$ cat config.mk
export PLATFORM = sky130hd
export DESIGN_NAME = tnk_cell
export DESIGN_NICKNAME = d
export VERILOG_FILES = /design/src/rtl/core/tnk_pkg.sv /design/src/rtl/core/tnk_cell.sv
export SDC_FILE = /design/constraint.sdc
export NUM_CORES = 1
export LEC_CHECK = 0
export ABC_AREA = 0
export BUFFER_PORTS_ARGS = -buffer_cell sky130_fd_sc_hd__buf_4
export CAP_MARGIN = 20
export CORE_UTILIZATION = 39
export CTS_CLUSTER_DIAMETER = 150
export DETAILED_ROUTE_END_ITERATION = 6
export GPL_TIMING_DRIVEN = 1
export PLACE_DENSITY = 0.69
export SLEW_MARGIN = 10
export SYNTH_ARGS = -nofsm -noshare
export SYNTH_HDL_FRONTEND = slang
export SYNTH_SLANG_ARGS = --single-unit
$ cat constraint.sdc
create_clock -name clk -period 5.5 [get_ports clk]
set_input_delay 1.375 -clock clk [delete_from_list [all_inputs] [get_ports clk]]
set_output_delay 1.375 -clock clk [all_outputs]
set_load 0.01 [all_outputs]
$ cat src/rtl/core/tnk_pkg.sv
`timescale 1ns / 1ps

package tnk_pkg;

	localparam int KEY_W     = 32;
	localparam int PAY_W     = 32;
	localparam int DEPTH_DEF = 128;

	// One kept entry: signed key and the payload that travels with it.
	typedef struct packed {
		logic signed [KEY_W-1:0] key;
		logic [PAY_W-1:0]        payload;
	} entry_t;

endpackage

$ cat src/rtl/core/tnk_cell.sv
`timescale 1ns / 1ps

module tnk_cell (
	input  logic                          clk,
	input  logic                          arst_n,
	input  logic                          en,
	input  logic signed [tnk_pkg::KEY_W-1:0] in_key,
	input  logic [tnk_pkg::PAY_W-1:0]     in_payload,
	input  tnk_pkg::entry_t               nbr_entry,
	input  logic                          nbr_le,
	output tnk_pkg::entry_t               entry,
	output logic                          le
);
	import tnk_pkg::*;

	entry_t entry_q;

	// Kept key at or below the incoming key.
	assign le    = (entry_q.key <= in_key);
	assign entry = entry_q;

	// Shift down when the upper neighbor also sits at or below the key,
	// take the new entry at the top of the run, hold otherwise.
	always_ff @(posedge clk or negedge arst_n) begin
		if (!arst_n) begin
			entry_q <= '1;
		end else if (en) begin
			if (nbr_le) begin
				entry_q <= nbr_entry;
			end else if (le) begin
				entry_q.key     <= in_key;
				entry_q.payload <= in_payload;
			end
		end
	end

endmodule

==> results by group, run 1 <==
Global route
  – Wire length of the first global-routing pass: 16,600 µm
  – Overall Global Routing Usage: 18.69%
  – Remaining global-route overflow: 0
  – Pin count of the biggest net entering global routing: 96
  – Number of antenna violations at the first check in global routing: 0
  – Number of global-route vias before repair: 3,506

Route
  – Iteration count of the initial detailed-routing pass: 4
  – Vias per cell: 4.847
  – Number of DRC violations after detailed routing: 0
  – WL per Instance: 14.70 µm
  – Total vias in the final route: 3,383
  – Final antenna-violating net count: 0
  – Overall routed net length: 10,260 µm
  – First-iteration detailed-routing DRC count: roughly 130

Layout
  – Proportion of layout cells with a drive suffix above 1: 67.56%
  – Layout Cell Area excl Fill: 6095 µm²
  – Area growth from synthesis to layout: 40.94%
  – Final standard cell utilization of the core: 56.22%
  – Final Net Count: 717
  – Number of diodes added for antenna fixing: 0
  – Number of flip-flops under the largest register name: 64
  – Non-filler cells in the finished layout: 698

Timing
  – Setup Viol. Count Final: 0
  – Unrepaired setup endpoints after global routing: no
  – Tcrit/Tclk final: 81.77%
  – Crit path time final: about 4.5 ns
  – Final critical-path setup slack: 1.003 ns
  – WHS: 0.5052 ns
  – Final count of hold timing violations: 0
  – Setup skew after layout: 0.01383 ns
  – Number of pins exceeding their max-slew limit in the final report: 0
  – Slew HR: 35.72%
  – Final total negative setup slack: 0 ns
  – Worst-margin pin slew: 0.9642 ns
  – Peak clock frequency supported by timing: 222.3 MHz

Placement
  – Placed Cells incl. Taps: 682
  – Post-DP Area: 5826 µm²
  – Routability Congestion: 0.7646
  – Placed wire-length estimate: 7493 µm
  – DP Worst Slack: 0.9699 ns
  – # port buffers: 196

Synthesis
  – Mean instance size in the synthesized netlist: 11.95 µm²
  – Count of unique library cells instantiated by Yosys: 29
  – Cell types with the largest area share after synthesis: dfstp_2, mux2_4, mux2_2, ha_1, o21ai_0
  – Sequential fraction of the synthesis area: 38.89%
  – Leading area contributor after synthesis: dfstp_2
  – Post-synthesis net count: 526
  – Count of state elements after synthesis: 64
  – Share of Yosys cell area claimed by the top area cell type: 38.89%
  – Count of warnings emitted by yosys: 0
  – Number of cells produced by synthesis: 362
  – Synthesized cell area: 4324 µm²

Critical path
  – Endpoint arrival time on the critical path: ~3.1 ns
  – Worst Setup Path Type: in -> out
  – Sort of element at the end of the critical path: output port
  – Type of element launching the critical path: input pin
  – Flop2flop setup slack: 2.36 ns
  – Data required time of the worst path: about 4 ns
  – Largest fanout on the critical path: 2

Clock tree
  – Buffer cell driving the clock tree root: clkbuf_8
  – Post-CTS Setup Inserts: 0
  – Clock tree from TritonCTS: built
  – Cts hold-fix bufs: 0
  – Worst-case clock buffer depth: 2
  – Sink Count: 64
  – CTS buffer count: 9
  – Clk slew on worst S/H paths: 0.07 ns
  – Clock insertion delay at the later pin of the skew report: 0.34 ns
  – Number of gates resized after cts: 0
  – H-Tree Level Count: 3

Power and ir drop
  – Portion of total power attributed to combinational logic: 45.2%
  – Fraction of power consumed by the clock network: 19.6%
  – Internal: 1.937 mW
  – Total power: 2.788 mW
  – Switching Share: 30.53%
  – Pwr/cell area: 457.4 nW/µm²
  – Register share of total power: 35.2%
  – Worst vdd rail ir drop: 193.6 µV
  – Static leakage: 3.060 nW
  – Switching power summed over all nets: 0.8511 mW

Floorplanning
  – Initial Utilization: roughly two fifths
  – Number of top-level pins: 197
  – Die Outline Area: 11,510 µm²
  – Number of placement rows: 38
  – Die outline height: about 110 µm
  – Floorplan die width: 107.3 µm
  – Placeable core region: roughly 11,000 µm²

Worst hold path
  – Path type of the worst min-delay path: reg -> reg

Status
  – Result of the run: complete, no violations

Run
  – Reported max-cap violation count: 0
kinds of logic after synthesis:
group           Yosys count  synth area share [%]
compound gates           62                 7.928
fa+ha+maj                32                 9.259
buf+inv                  52                 7.176
flops                    64                 38.89
mux                      97                 30.32
simple gates             55                 6.424
placed cells by master (no fill, tap or decap), types with 2 or more instances in the layout:
master     instances
buf_4            197
dfstp_2           64
mux2_4            59
nand2_1           38
o21ai_0           38
mux2_2            36
inv_1             34
ha_1              32
a21oi_1           15
clkbuf_8          10
nand3_1            5
and4_1             4
nand4_1            4
bufinv_16          4
mux2i_1            2
power by group through the flow:
stage | Sequential, mW | Clock [mW] | Combinational (mW)
finish | 0.980 | 0.547 | 1.26
global route | 1.02 | 0.591 | 1.37
CTS | 0.982 | 0.568 | 1.28
detailed placement | 0.978 | 0 | 1.28
global placement | 0.971 | 0 | 1.26
floorplan | 1.06 | 0 | 0.699
cell usage after synthesis:
cell type and number:
nand2_2 1, buf_1 2, nand3_1 5, mux2i_1 2
a21oi_1 15, clkbuf_1 8, a21o_2 1, inv_1 34
a21boi_1 1, o211ai_1 1, nand4_1 4, a211oi_1 1
mux2_2 36, ha_1 32, o211a_1 1, a21o_1 1
nor2b_1 1, o21ai_0 38, and4_1 4, nor3_4 1
nor4_4 1, dfstp_2 64, a311oi_1 1, nand2_1 38
o311a_2 1, a221oi_1 1, buf_2 1, buf_12 7
mux2_4 59
routing by layer:
metal	track usage, %	share of wire, %
met5	0	0
met4	7.730	1.0
met3	4.419	6.3
met2	31.38	50
met1	22.95	43
critical path, cell delays in order:
cell and delay, ns:
buf_4 0.08, inv_1 0.04, ha_1 0.30, nand2_1 0.14
o21ai_0 0.11, a221oi_1 0.29, o211ai_1 0.16, a21oi_1 0.21
o21ai_0 0.10, a21o_2 0.19, buf_4 0.14
worst paths after layout:
check	start	endpoint	depth (start not counted)
max in group asynchronous	arst_n	entry[63]$_DFFE_PN1P_	1
setup reg to reg	entry[59]$_DFFE_PN1P_	entry[1]$_DFFE_PN1P_	9
hold reg to reg	entry[32]$_DFFE_PN1P_	entry[32]$_DFFE_PN1P_	2
hold / removal	entry[32]$_DFFE_PN1P_	entry[32]$_DFFE_PN1P_	2
setup / recovery	in_key[7]	le	11
min in group asynchronous	arst_n	entry[46]$_DFFE_PN1P_	1
area by class of cell:
| class | count | area, µm² |
|---|---|---|
| well taps | 140 | 175.2 |
| flip-flops and latches | 64 | 1682 |
| fillers | 954 | 4746 |
| clock inverters | 5 | 127.6 |
| clock buffers | 11 | 141.4 |
| repair buffers | 198 | 1499 |
| multi-input cells | 246 | 2342 |
| inverters | 34 | 127.6 |
Power figures use the tool's default switching activity.
==> inputs of run 2 (changes only) <==
--- a/config.mk
+++ b/config.mk
@@ -12,7 +12,7 @@
 export CTS_CLUSTER_DIAMETER = 150
 export DETAILED_ROUTE_END_ITERATION = 6
 export GPL_TIMING_DRIVEN = 1
-export PLACE_DENSITY = 0.69
+export PLACE_DENSITY = 0.72
 export SLEW_MARGIN = 10
 export SYNTH_ARGS = -nofsm -noshare
 export SYNTH_HDL_FRONTEND = slang
==> constraint.sdc (replaced) <==
create_clock -name clk -period 3.67 [get_ports clk]
set_input_delay 0.9175 -clock clk [delete_from_list [all_inputs] [get_ports clk]]
set_output_delay 0.9175 -clock clk [all_outputs]
set_load 0.01 [all_outputs]
==> results by group, run 2 (synthesis gave the netlist of run 1 again) <==
Global route
  – Met3 Usage GRT: 3.450%
  – Remaining global-route overflow: 0
  – Met1 GRT Util: a little under a quarter
  – Most used routing layer in global routing: met2
  – Met2 capacity usage during global routing: 30.88%
  – Number of global-route vias before repair: 3,479
  – Pin count of the biggest net entering global routing: between 60 and 70
  – Number of antenna violations at the first check in global routing: 0
  – Overall Global Routing Usage: 18.49%
  – Wire length of the first global-routing pass: 16,440 µm

Timing
  – Final total negative setup slack: 0 ns
  – Tcrit/Tclk final: a little under 100%
  – Unrepaired setup endpoints after global routing: no
  – Final count of hold timing violations: 0
  – Crit path time final: 3.580 ns
  – Setup skew after layout: 0.01138 ns
  – Final critical-path setup slack: roughly 0.090 ns
  – Number of pins exceeding their max-slew limit in the final report: 0
  – Slew HR: 46.35%
  – Worst-margin pin slew: 0.8047 ns
  – WHS: 0.5136 ns
  – Peak clock frequency supported by timing: 279.3 MHz
  – Setup Viol. Count Final: 0

Placement
  – Routability Congestion: roughly 0.8
  – DP Worst Slack: 0.03961 ns
  – Placed wire-length estimate: 7798 µm
  – # port buffers: a little under 200

Route
  – Number of DRC violations after detailed routing: 0
  – Total vias in the final route: 3,407
  – WL per Instance: 15.00 µm
  – Overall routed net length: around 10,000 µm
  – Vias per cell: 4.867
  – First-iteration detailed-routing DRC count: 151
  – Iteration count of the initial detailed-routing pass: 4
  – Final antenna-violating net count: 0

Floorplanning
  – Die outline height: roughly 110 µm
  – Number of top-level pins: 197
  – Die Outline Area: 11,510 µm²
  – Placeable core region: 10,840 µm²
  – Floorplan die width: between 100 and 150 µm
  – Number of placement rows: 38
  – Initial Utilization: 39.89%

Clock tree
  – Sink Count: 64
  – Worst-case clock buffer depth: 2
  – Clk slew on worst S/H paths: 0.07 ns
  – Cts hold-fix bufs: 0
  – H-Tree Level Count: 3
  – Post-CTS Setup Inserts: 0
  – CTS buffer count: 9
  – Buffer cell driving the clock tree root: clkbuf_8
  – Clock tree from TritonCTS: built
  – Clock insertion delay at the later pin of the skew report: 0.35 ns

Critical path
  – Sort of element at the end of the critical path: output port
  – Data required time of the worst path: 2.75 ns
  – Endpoint arrival time on the critical path: ~2.7 ns
  – Number of cells on the worst reg-to-reg path: 10
  – Endpoint of the lowest-slack register-to-register path: entry[9]$_DFFE_PN1P_
  – Worst Setup Path Type: in -> out
  – Largest fanout on the critical path: 2
  – Flop2flop setup slack: 0.95 ns
  – FF-to-FF Start: entry[59]$_DFFE_PN1P_
  – Type of element launching the critical path: input pin

Layout
  – Proportion of layout cells with a drive suffix above 1: 68.39%
  – Most frequent standard cell in the layout excluding fill and tap cells: buf_4
  – Number of diodes added for antenna fixing: 0
  – Area growth from synthesis to layout: 41.15%
  – Total of fill cells in the finished design: 952
  – Number of flip-flops under the largest register name: 64
  – Multi-input gate area in the final layout: 2365 µm²
  – Final Net Count: 720
  – Highest-count cells in the layout ignoring fill and taps: buf_4, dfstp_2, mux2_4, nand2_1, mux2_2
  – Register area: 1682 µm²

Worst hold path
  – Min-Delay Startpoint: entry[32]$_DFFE_PN1P_
  – Path type of the worst min-delay path: reg -> reg
  – Number of cells on the worst hold path: 2
  – Worst hold endpoint: entry[32]$_DFFE_PN1P_

Power and ir drop
  – Worst vdd rail ir drop: roughly 300 µV
  – Static leakage: 3.064 nW
  – Total power: roughly 4.1 mW
  – Pwr/cell area: 673.2 nW/µm²

Status
  – Result of the run: complete, no violations

Run
  – Reported max-cap violation count: 0
## run 2: per-stage QoR
step | area (µm²) | utilization (%) | instances
finish | 6103 | 56.30 | 700
global route | 6103 | 56.30 | 700
CTS | 6081 | 56.09 | 700
detailed placement | 5861 | 54.06 | 685
global placement | 5861 | 54.06 | 685
floorplan | 4324 | - | 362
## run 2: worst max-delay path by stage
stage               endpoint  startpoint  depth (start not counted)  slack, ns
finish                    le   in_key[7]                         11       0.09
global route              le   in_key[5]                         11      0.001
CTS                       le   in_key[7]                         11       0.03
detailed placement        le   in_key[7]                         11       0.04
global placement          le   in_key[5]                         11       0.10
floorplan                 le   in_key[7]                          9       0.45
## run 2: worst max-delay path, stage by stage
cell	delay, ns
buf_4	0.11
inv_1	0.11
ha_4	0.23
a21oi_2	0.13
o21ai_0	0.10
a221oi_1	0.29
o211ai_1	0.18
a21oi_1	0.20
o21ai_1	0.08
a21o_2	0.19
buf_4	0.14
## run 2: layout make-up
class                           count  area share, %
Tap cell                          140          2.870
Sequential cell                    64          27.55
Clock buffer                       12          2.542
Inverter                           34          2.091
Timing Repair Buffer              201          25.13
Clock inverter                      3          1.066
Multi-Input combinational cell    246          38.75
## run 2: per-layer routing
| layer | up-vias | wire, µm |
|---|---|---|
| li1 | 1653 | - |
| met1 | 1619 | 4429 |
| met2 | 123 | 5258 |
| met3 | 12 | 642 |
| met4 | 0 | 169 |
| met5 | - | 0 |
## run 2: report_power, final
group	leakage (nW)	switching [mW]	internal, mW
Clock	0.112	0.271	0.415
Sequential	0.673	0.246	1.24
Combinational	2.28	0.782	1.16
## run 2: timing repair
item	4_1_cts	5_1_grt
endpoints found under the setup margin	0	1
gates resized for setup	0	7
hold endpoints to repair	0	0
==> inputs of run 3 (changes only) <==
--- a/config.mk
+++ b/config.mk
@@ -6,8 +6,9 @@
 export NUM_CORES = 1
 export LEC_CHECK = 0
 export ABC_AREA = 0
-export BUFFER_PORTS_ARGS = -buffer_cell sky130_fd_sc_hd__buf_4
+export BUFFER_PORTS_ARGS = -buffer_cell sky130_fd_sc_hd__clkbuf_2
 export CAP_MARGIN = 20
+export CORE_MARGIN = 3
 export CORE_UTILIZATION = 39
 export CTS_CLUSTER_DIAMETER = 150
 export DETAILED_ROUTE_END_ITERATION = 6
==> results by group, run 3 (synthesis gave the netlist of run 1 again) <==
Timing
  – Final count of hold timing violations: 0
  – Peak clock frequency supported by timing: 278.4 MHz
  – Slew HR: 55.38%
  – WHS: 0.5081 ns
  – Setup skew after layout: 0.01147 ns
  – Number of pins exceeding their max-slew limit in the final report: 0
  – Setup Viol. Count Final: 0
  – Tcrit/Tclk final: ~98%
  – Worst-margin pin slew: 0.6693 ns
  – Crit path time final: 3.592 ns

Critical path
  – FF-to-FF Start: entry[39]$_DFFE_PN1P_
  – Cell with the largest stage delay on the worst path: ha_1
  – Number of buffer and inverter instances along the worst setup path: 3
  – Flop2flop setup slack: 0.95 ns
  – Sort of element at the end of the critical path: output port
  – Cell Chain, Critical Path: clkbuf_2, inv_1, ha_1, a21oi_2, o21ai_0, a221oi_1, o211ai_1, a21oi_1, o21ai_0, a21o_2, clkbuf_2
  – Number of cells on the worst reg-to-reg path: 10
  – Number of cells on the critical path: 11
  – Endpoint of the lowest-slack register-to-register path: entry[19]$_DFFE_PN1P_
  – Start point of the critical path: in_key[7]
  – Crit-path max cell delay: roughly 0.33 ns
  – Type of element launching the critical path: input pin
  – Largest fanout on the critical path: 2
  – Data required time of the worst path: 2.75 ns
  – Endpoint arrival time on the critical path: 2.67 ns
  – Worst Setup Path Type: in -> out
  – Gate family responsible for the most delay along the worst path: compound AO/OA/AOI/OAI gates

Route
  – Vias per cell: 4.880
  – Number of DRC violations after detailed routing: 0
  – Iteration count of the initial detailed-routing pass: 4
  – WL per Instance: ~15 µm
  – First-iteration detailed-routing DRC count: 164
  – Overall routed net length: 10,560 µm
  – Final antenna-violating net count: 0
  – Total vias in the final route: 3,406

Power and ir drop
  – Static leakage: 2.945 nW
  – Pwr/cell area: 692.5 nW/µm²
  – Worst vdd rail ir drop: 379.7 µV

Floorplanning
  – Die outline height: ~110 µm
  – Number of top-level pins: 197
  – Number of placement rows: 37
  – Floorplan die width: between 100 and 150 µm
  – Placeable core region: 10,560 µm²
  – Initial Utilization: 40.97%
  – Die Outline Area: 12,390 µm²

Global route
  – Number of antenna violations at the first check in global routing: 0
  – Pin count of the biggest net entering global routing: between 50 and 60
  – Wire length of the first global-routing pass: 17,280 µm
  – Remaining global-route overflow: 0
  – Overall Global Routing Usage: 17.25%
  – Number of global-route vias before repair: 3,659

Worst hold path
  – Path type of the worst min-delay path: reg -> reg
  – Number of cells on the worst hold path: 2
  – Min-Delay Startpoint: entry[32]$_DFFE_PN1P_
  – Worst hold endpoint: entry[32]$_DFFE_PN1P_

Layout
  – Final Net Count: 722
  – Proportion of layout cells with a drive suffix above 1: 68.51%
  – Most frequent standard cell in the layout excluding fill and tap cells: clkbuf_2
  – Number of diodes added for antenna fixing: 0
  – Layout Cell Area excl Fill: about 5600 µm²
  – Total of fill cells in the finished design: 940
  – Highest-count cells in the layout ignoring fill and taps: clkbuf_2, dfstp_2, mux2_4, o21ai_0, nand2_1
  – Number of flip-flops under the largest register name: 64
  – Area growth from synthesis to layout: 30.09%

Clock tree
  – Clock tree from TritonCTS: built
  – Clock insertion delay at the later pin of the skew report: 0.35 ns
  – Sink Count: 64
  – Worst-case clock buffer depth: 2
  – Buffer cell driving the clock tree root: clkbuf_8
  – H-Tree Level Count: 3
  – Clk slew on worst S/H paths: about 0.070 ns
  – CTS buffer count: 9

Placement
  – # port buffers: 196
  – Post-DP Area: 5375 µm²
  – Routability Congestion: 0.8685
  – Placed wire-length estimate: about 8100 µm

Run
  – Reported max-cap violation count: 0

Status
  – Result of the run: complete, no violations
## run 3: changes by cell type in the layout (fill, tap and decap cells not counted)
cell / delta
o21ai_0: +2
o21ai_1: -2
buf_4: -193
buf_2: +1
clkbuf_2: +194
## run 3: area by class of cell
| cell class | count | area [µm²] | area share [%] |
|---|---|---|---|
| flip-flops and latches | 64 | 1682 | 29.89 |
| clock inverters | 3 | 65.06 | 1.157 |
| multi-input cells | 246 | 2365 | 42.04 |
| inverters | 34 | 127.6 | 2.269 |
| clock buffers | 12 | 155.1 | 2.758 |
| well taps | 136 | 170.2 | 3.025 |
| repair buffers | 203 | 1061 | 18.86 |
## run 3: how the worst max path moves through the flow
stage,to
final,le
after global routing,le
after CTS,le
after detailed placement,le
after global placement,le
after floorplan,le
## run 3: stage by stage
stage / cells / utilization (%) / TNS [ns] / setup slack [ns] / power (mW)
floorplan: 362 / - / 0 / 0.4477 / 2.632
detailed placement: 682 / 50.92 / 0 / 0.04768 / 3.192
global route: 698 / 53.30 / -0.009085 / -0.009085 / 4.164
global placement: 682 / 50.92 / 0 / 0.05737 / 3.142
CTS: 697 / 53.01 / 0 / 0.04033 / 3.916
finish: 698 / 53.30 / 0 / 0.07800 / 3.895
## run 3: per-layer routing
| metal | routed length [µm] | GRT usage [%] | part of all wire (%) | vias to the layer above |
|---|---|---|---|---|
| li1 | - | - | - | 1660 |
| met1 | 4239 | 19.99 | 40 | 1599 |
| met2 | 5356 | 29.51 | 51 | 124 |
| met3 | 707 | 5.022 | 6.7 | 23 |
| met4 | 261 | 7.543 | 2.5 | 0 |
| met5 | 0 | 0 | 0 | - |
## run 3: what timing repair did
item / in CTS / in global routing
setup buffers: 0 / 1
hold buffers: 0 / 0
gates resized for setup: 0 / 5
endpoints found under the setup margin: 0 / 1
hold endpoints to repair: 0 / 0
## run 3: worst min-delay path, stage by stage (launching register included)
cell     delay, ns
dfstp_2       0.37
inv_1         0.07
mux2i_1       0.07
## run 3: power by group
group,total [mW],switching [mW],internal (mW)
registers,1.47,0.231,1.23
logic,1.74,0.782,0.955
clock network,0.692,0.277,0.415
